===== config.mk =====
export PLATFORM = sky130hd
export DESIGN_NAME = salc_ctrl
export DESIGN_NICKNAME = d
export VERILOG_FILES = /design/src/hw/rtl/salc_pkg.sv /design/src/hw/rtl/salc_ctrl.sv
export SDC_FILE = /design/constraint.sdc
export NUM_CORES = 1
export LEC_CHECK = 0
export BUFFER_PORTS_ARGS = -buffer_cell sky130_fd_sc_hd__buf_2
export CORE_AREA = 2 2 39 41
export DETAILED_ROUTE_END_ITERATION = 8
export DIE_AREA = 0 0 41 43
export RECOVER_POWER = 100
export SLEW_MARGIN = 15
export SYNTH_ARGS = -nofsm -noshare
export SYNTH_HDL_FRONTEND = slang
export SYNTH_SLANG_ARGS = --single-unit

===== constraint.sdc =====
create_clock -name clk -period 1.3 [get_ports clk]
set_input_delay 0.26 -clock clk [delete_from_list [all_inputs] [get_ports clk]]
set_output_delay 0.26 -clock clk [all_outputs]
set_load 0.03 [all_outputs]

===== src/hw/rtl/salc_pkg.sv =====
// ----------------------------------------------------------------------------
// salc_pkg
// Shared constants and types of the set-associative cache tag store.
// ----------------------------------------------------------------------------
package salc_pkg;
  localparam int MAX_SET_BITS_D = 6;
  localparam int MAX_WAYS_D = 8;
  localparam int ADDR_WIDTH_D = 64;
  localparam int MAX_BLOCK_BITS = 20;

  localparam logic [1:0] OUT_HIT = 2'd0;
  localparam logic [1:0] OUT_FILL = 2'd1;
  localparam logic [1:0] OUT_EVICT = 2'd2;

  localparam logic [1:0] REG_SET_BITS = 2'd0;
  localparam logic [1:0] REG_BLOCK_BITS = 2'd1;
  localparam logic [1:0] REG_WAYS = 2'd2;

  // controller to datapath commands
  typedef struct packed {
    logic capture;   // latch request, start row read
    logic decide;    // compare ways, register updated row and outcome
    logic finish;    // write row, present result
    logic clr_step;  // write one cleared row
    logic clr_start; // restart clearing sweep
  } salc_cmd_t;

  // datapath to controller status
  typedef struct packed {
    logic cfg_clr;   // write to a defined register, lines must be cleared
    logic clr_last;
  } salc_sts_t;
endpackage


===== src/hw/rtl/salc_ctrl.sv =====
// ----------------------------------------------------------------------------
// salc_ctrl
// Controller: clearing sweep and the three-step access sequence.
// ----------------------------------------------------------------------------
module salc_ctrl (
  input  logic                clk,
  input  logic                rst,
  input  logic                start,
  input  salc_pkg::salc_sts_t sts,
  output salc_pkg::salc_cmd_t cmd,
  output logic                busy
);
  import salc_pkg::*;

  localparam logic [2:0] ST_CLEAR = 3'd0;
  localparam logic [2:0] ST_IDLE = 3'd1;
  localparam logic [2:0] ST_READ = 3'd2;
  localparam logic [2:0] ST_DECIDE = 3'd3;

  logic [2:0] state;
  logic [2:0] state_next;

  // next state
  always_comb begin
    state_next = state;
    cmd = '0;
    case (state)
      ST_CLEAR: begin
        cmd.clr_step = 1'b1;
        if (sts.cfg_clr) begin
          cmd.clr_start = 1'b1;
        end else if (sts.clr_last) begin
          state_next = ST_IDLE;
        end
      end
      ST_IDLE: begin
        if (sts.cfg_clr) begin
          cmd.clr_start = 1'b1;
          state_next = ST_CLEAR;
        end else if (start) begin
          cmd.capture = 1'b1;
          state_next = ST_READ;
        end
      end
      ST_READ: begin
        cmd.decide = 1'b1;
        state_next = ST_DECIDE;
      end
      ST_DECIDE: begin
        cmd.finish = 1'b1;
        state_next = ST_IDLE;
      end
      default: state_next = ST_CLEAR;
    endcase
  end

  // state register
  always_ff @(posedge clk) begin
    if (rst) begin
      state <= ST_CLEAR;
    end else begin
      state <= state_next;
    end
  end

  assign busy = (state != ST_IDLE);
endmodule


* Yosys cells after proc, flatten, opt, wreduce, memory -nomap -nowiden
Cells that the tools add are included.
Storage, ports and cells: bits in registers 3, bits of input ports 5, output and inout bits 6
Cells by class: equal/unequal tests 7, muxes and demuxes 13, reduce and logical (&&, ||, !) cells 3
Operators by type and width (number):
- $mux W3 | 4
- $pmux W3 S4 | 1
- $mux W1 | 8
- $eq A3 B2 Y1 const B | 2
- $ne A2 B2 Y1 const B | 2
- $eq A3 B1 Y1 const B | 1
- $logic_not A3 Y1 | 1
- $ne A3 B1 Y1 const B | 1
- $ne A3 B3 Y1 const B | 1
- $reduce_and A3 Y1 | 1
- $reduce_or A2 Y1 | 1

* Longest topological paths before layout
Gate-level depths: netlist of the first run.
depth in word-level cells 3, depth in mapped cells 3, mapped depth without buffers 3

* Worst setup path before layout of the first run
OpenSTA, ideal clock, no wires.
kind reg2out, from reg state[1], to out cmd[3] in the netlist's numbering, data arrival time 883 ps, required time 1040 ps, setup slack 157 ps, cell stages (with the launch flop) 2, buffers on the path 0, path through dfxtp_1 nor2b_1
RTL lines:
- start, declared | line salc_ctrl.sv:20 | logic [2:0] state;
- start signal, assigned | line salc_ctrl.sv:62 | state <= state_next;
- end, declared | line salc_ctrl.sv:10 | output salc_pkg::salc_cmd_t cmd,

* Final worst setup path of the first run
from reg state[0], to out busy
On the way: longest elaborated chain between the ends 1
RTL lines:
- $ne A3 B1 Y1 | line salc_ctrl.sv:66 | assign busy = (state != ST_IDLE);
- end, declared | line salc_ctrl.sv:11 | output logic busy
Every way passes these cells.

==> results.cfg, run 1 <==
[setup_path]
worst-path-buf-inv = 1
cp-start-kind = flip-flop
cp.depth = 2
crit_path_top_delay_cell = dfxtp_2
cp_top_family = flip-flops
ff2ff_path_depth = 3
path_class = flip-flop to primary output
critPathArrivalTime_ns = 0.99
path_cells = or2b_1 > buf_2
cp_slowest_stage_delay_ns = 0.36
cp.required_ns = 1.04
end_kind = primary output
worstPathMaxFanout = 7

[flow_run]
drv_cap = 0

[floorplan]
die_y_um = 43
coreArea_um2 = 1380
ioPinCount = 11
row_count = 14
die_x_um = 41
start_util = 0.0850
die_area_um2 = 1760

[grt]
grt-ovfl-total = 0
antenna_found_initial = 0
grt_util_all_layers = 0.0501
grt_first_pass_wirelength_um = 448
grt_pass1_vias = 121
grt_max_degree = 8

[pwr]
comb_power_share = 0.168
p_leak_nw = 0.112
powerDensity_nw_per_um2 = 1120
pwr-share-seq = 0.277
peakVddDrop_mv = 0.133
switching_share = 0.257
clkPwrFrac = 0.555
p_int_mw = 0.185
p_sw_mw = 0.0637

[synth]
synth_area_um2 = 118
ys_ff_latch = 2
synth_edf_count = 0
synth_cells = 14
ys_async_sr_fraction = 0
synth_top_cell_by_area = dfxtp_1
synth.top_cell.area_share = 0.340
yosys_warnings = 0
seq_area_frac_synth = 0.340
syn_avg_cell_area_um2 = 8.40
ys_top_cells_by_count = 3 x nor2_1, 2 x dfxtp_1, 2 x nand2b_1, 2 x nor2b_1
synth_nets = 19
synth_flop_cell = dfxtp_1
yosys.cell_types.count = 9
ys_top_cells_by_area = dfxtp_1 34%, and4bb_1 11%, nand2b_1 11%
synth.most_common_cell = nor2_1

[cells_and_area]
stdcell_count = 43
reg.largest.list = state: 2 flops
regMostFlops = state
largest_register_ffs = 2
num-nets-final = 34
antenna_cells = 0
area_growth_pct = 88.3
drive_gt1_frac = 0.556

[sta]
tightest_slew_ns = 0.154
fin_skew_ns = 0.00234
maxSlewHeadroom = 0.898
drv_slew = 0
setup_tns_ns = 0
period_share = 0.959
fmax_ghz = 0.802
rsz0062_at_grt = yes
setup_viol = 0
hold_viol_final = 0
period_needed_ns = 1.25

[routing]
drt_wl_total_um = 335
remaining_drc_errors = 0
wire_per_inst_um = 7.79
via_per_inst = 3.21
ant_nets = 0
via_count = 138
drtIter0Drc = 0
drt_pass1_iterations = 1

[placement]
gp_congestion = 0.444
placed_cells = 40
numPortBuffers = 10

[clock_network]
cts_max_level = 1
root_buffer = clkbuf_4
cts_tree = yes
postCtsHoldBufs = 0
path_clk_slew_ns = 0.03
cts_buffer_depth = 2
clock-sinks = 2
cts_buffers = 3
clock_latency_ns = 0.22

[min_path]
hp-class = input port to flip-flop
whs_path_depth = 2

[outcome]
status = completed
-- cells by family (layout without fill, tap and decap cells) --
logic type,Yosys count,count (layout),share of synthesized area
flops,2,2,0.340
compound gates,2,2,0.128
buf+inv,0,13,0
simple gates,10,10,0.532
-- power by group through the flow --
stage | Combinational, mW | Sequential (mW) | Clock [mW]
after floorplan | 0.0267 | 0.0677 | 0
after global placement | 0.0403 | 0.0688 | 0
after detailed placement | 0.0409 | 0.0690 | 0
after CTS | 0.0415 | 0.0686 | 0.149
after global routing | 0.0453 | 0.0690 | 0.159
final | 0.0417 | 0.0687 | 0.138
-- worst paths after layout --
check | to | start | slack [ns]
worst max-delay path | busy | state[0]$_SDFFE_PP0P_ | 0.05
worst min-delay path | state[1]$_SDFFE_PP0P_ | rst | 0.20
worst max register to register | state[1]$_SDFFE_PP0P_ | state[1]$_SDFFE_PP0P_ | 0.46
worst min register to register | state[0]$_SDFFE_PP0P_ | state[1]$_SDFFE_PP0P_ | 0.52
-- per-stage QoR --
| stage | total power, mW | util | hold WS [ns] | setup slack [ns] | area [µm²] |
|---|---|---|---|---|---|
| floorplan | 0.0944 | - | 0.332 | 0.157 | 118 |
| global placement | 0.109 | 0.136 | 0.434 | 0.199 | 188 |
| detailed placement | 0.110 | 0.136 | 0.444 | 0.190 | 188 |
| CTS | 0.259 | 0.155 | 0.204 | 0.00323 | 214 |
| global route | 0.273 | 0.160 | 0.197 | -0.000538 | 221 |
| finish | 0.248 | 0.160 | 0.202 | 0.0535 | 221 |
-- area by class of cell --
| type | instances | area, µm² |
|---|---|---|
| Fill cell | 161 | 1160 |
| Multi-Input combinational cell | 12 | 77.6 |
| Timing Repair Buffer | 10 | 58.8 |
| Sequential cell | 2 | 42.5 |
| Clock buffer | 3 | 22.5 |
| Tap cell | 16 | 20.0 |
-- metal layers --
| layer | wire length (µm) | GRT usage | vias to the layer above | part of all wire |
|---|---|---|---|---|
| li1 | - | - | 72 | - |
| met1 | 126 | 0.0318 | 58 | 0.38 |
| met2 | 163 | 0.0594 | 8 | 0.49 |
| met3 | 45 | 0.0471 | 0 | 0.13 |
| met4 | 0 | 0.0800 | 0 | 0 |
| met5 | 0 | 0 | - | 0 |
-- worst reg2reg max path: stages, from the launching register on --
cell and delay, ns:
dfxtp_2 0.36, and4bb_1 0.22, nor2_1 0.11, nor2_1 0.04
-- placed cells by master (no fill, tap or decap), drive strengths merged --
| cell type | netlist | layout |
|---|---|---|
| buf | 0 | 9 |
| clkbuf | 0 | 4 |
| nor2 | 3 | 3 |
| nor2b | 2 | 2 |
| nand2b | 2 | 2 |
| dfxtp | 2 | 2 |
| or2b | 1 | 1 |
| and2 | 1 | 1 |
| and4bb | 1 | 1 |
| a21oi | 1 | 1 |
| o21ba | 1 | 1 |
-- repair_timing --
action,CTS,global route
buffers inserted,0,0
endpoints found under the setup margin,2,2
resized for setup,2,3
No activity file was read; power rests on OpenSTA's default activity.
==> inputs of run 2 (changes only) <==
==> constraint.sdc (replaced) <==
create_clock -name clk -period 1.52 [get_ports clk]
set_input_delay 0.304 -clock clk [delete_from_list [all_inputs] [get_ports clk]]
set_output_delay 0.304 -clock clk [all_outputs]
set_load 0.03 [all_outputs]
==> run 2 against run 1 <==
Critical path depth unchanged. Flip-flop and latch count unchanged. Design area decreased by 6.8%. Clock power decreased by 16%. Combinational power decreased by 19%. Global-route usage decreased by 0.40 points. Wire length decreased by 1.2%. Critical path type unchanged. Largest power group unchanged. Highest routed layer unchanged.
==> results.cfg, run 2 (synthesized netlist as in run 1, its figures left out) <==
[outcome]
status = completed

[setup_path]
r2r_start = state[1]$_SDFFE_PP0P_
reg2reg_slack_ns = 0.66
critPathArrivalTime_ns = 1.08
path_cells = and4bb_1 > clkbuf_2
crit_path_top_delay_cell = dfxtp_1
cp_top_family = flip-flops
cp_slowest_stage_delay_ns = 0.40
end_kind = primary output
cp-start-kind = flip-flop
critPathLaunch = state[0]$_SDFFE_PP0P_
cp.depth = 2
cp.required_ns = 1.22
path_class = flip-flop to primary output
worst-path-buf-inv = 1
worstPathMaxFanout = 7
ff2ff_path_depth = 3
r2r_end = state[1]$_SDFFE_PP0P_
cp-endpoint = cmd[4]

[floorplan]
start_util = 0.0850
row_count = 14
die_x_um = 41
die_area_um2 = 1760
coreArea_um2 = 1380
ioPinCount = 11
die_y_um = 43

[sta]
period_needed_ns = 1.38
period_share = 0.908
setup_tns_ns = 0
hold_viol_final = 0
tightest_slew_ns = 0.366
drv_slew = 0
rsz0062_at_grt = no
fin_skew_ns = 0.00151
setup_viol = 0
maxSlewHeadroom = 0.757
fmax_ghz = 0.724

[clock_network]
clock_latency_ns = 0.22
root_buffer = clkbuf_4
cts_resized = 0
postCtsHoldBufs = 0
cts_tree = yes
cts_buffers = 3
path_clk_slew_ns = 0.03
clock-sinks = 2
cts_max_level = 1
cts_buffer_depth = 2
post_cts_buffers = 0

[cells_and_area]
area_growth_pct = 75.5
num-nets-final = 34
antenna_cells = 0
reg.largest.list = state: 2 flops
regMostFlops = state
largest_register_ffs = 2
final_common_cell = buf_2
drive_gt1_frac = 0.370
final_cell_mix = 4 x buf_2, 3 x nor2_1, 3 x clkbuf_4, 3 x clkbuf_2, 3 x clkbuf_1

[routing]
drt_pass1_iterations = 2
drt_wl_total_um = 331
via_count = 140
drtIter0Drc = 2
ant_nets = 0
wire_per_inst_um = 7.70
remaining_drc_errors = 0
via_per_inst = 3.26

[grt]
grt_util_all_layers = 0.0461
grt_first_pass_wirelength_um = 462
grt_pass1_vias = 126
antenna_found_initial = 0
grt_max_degree = 8
grt-ovfl-total = 0

[placement]
numPortBuffers = 10
gp_congestion = 0.447
dp_hpwl_um = 259

[pwr]
peakVddDrop_mv = 0.123
power.total_mw = 0.207
p_leak_nw = 0.102
powerDensity_nw_per_um2 = 1000

[min_path]
hp-class = input port to flip-flop

[flow_run]
drv_cap = 0
-- run 2: changes by cell type in the layout (fill, tap and decap cells not counted) --
cell,before,now
buf_2,8,4
buf_6,1,0
clkbuf_1,0,3
clkbuf_2,0,3
clkbuf_4,4,3
dfxtp_1,0,2
dfxtp_2,2,0
-- run 2: cell type report --
class	instances	area, µm²
well taps	16	20.0
fillers	162	1180
clock buffers	3	22.5
repair buffers	10	46.3
multi-input cells	12	77.6
flip-flops and latches	2	40.0
-- run 2: layer usage --
metal | GRT usage | wire length [µm] | up-vias
met2 | 0.0563 | 153 | 8
met4 | 0.0600 | 0 | 0
met1 | 0.0351 | 107 | 58
met3 | 0.0419 | 70 | 0
met5 | 0 | 0 | -
li1 | - | - | 74
-- run 2: worst min path at each step --
stage	startpoint	to	slack [ns]	cells past startpoint
floorplan	rst	state[1]$_SDFFE_PP0P_	0.38	1
global placement	rst	state[1]$_SDFFE_PP0P_	0.48	2
detailed placement	rst	state[1]$_SDFFE_PP0P_	0.48	2
CTS	rst	state[1]$_SDFFE_PP0P_	0.24	2
global route	rst	state[1]$_SDFFE_PP0P_	0.26	2
finish	rst	state[1]$_SDFFE_PP0P_	0.25	2
-- run 2: per-stage QoR --
stage               utilization  hold WS, ns  worst slack, ns  cells  instance area [µm²]
finish                    0.149        0.247            0.140     43                  206
global placement          0.136        0.477            0.335     40                  188
CTS                       0.152        0.238            0.140     43                  210
global route              0.149        0.264           0.0765     43                  206
detailed placement        0.136        0.477            0.320     40                  188
floorplan                     -        0.376            0.333     14                  118
-- run 2: where the power goes --
| group | total (mW) | switching, mW | internal (mW) |
|---|---|---|---|
| clock network | 0.116 | 0.0288 | 0.0870 |
| logic | 0.0336 | 0.0205 | 0.0132 |
| registers | 0.0580 | 0.00292 | 0.0551 |
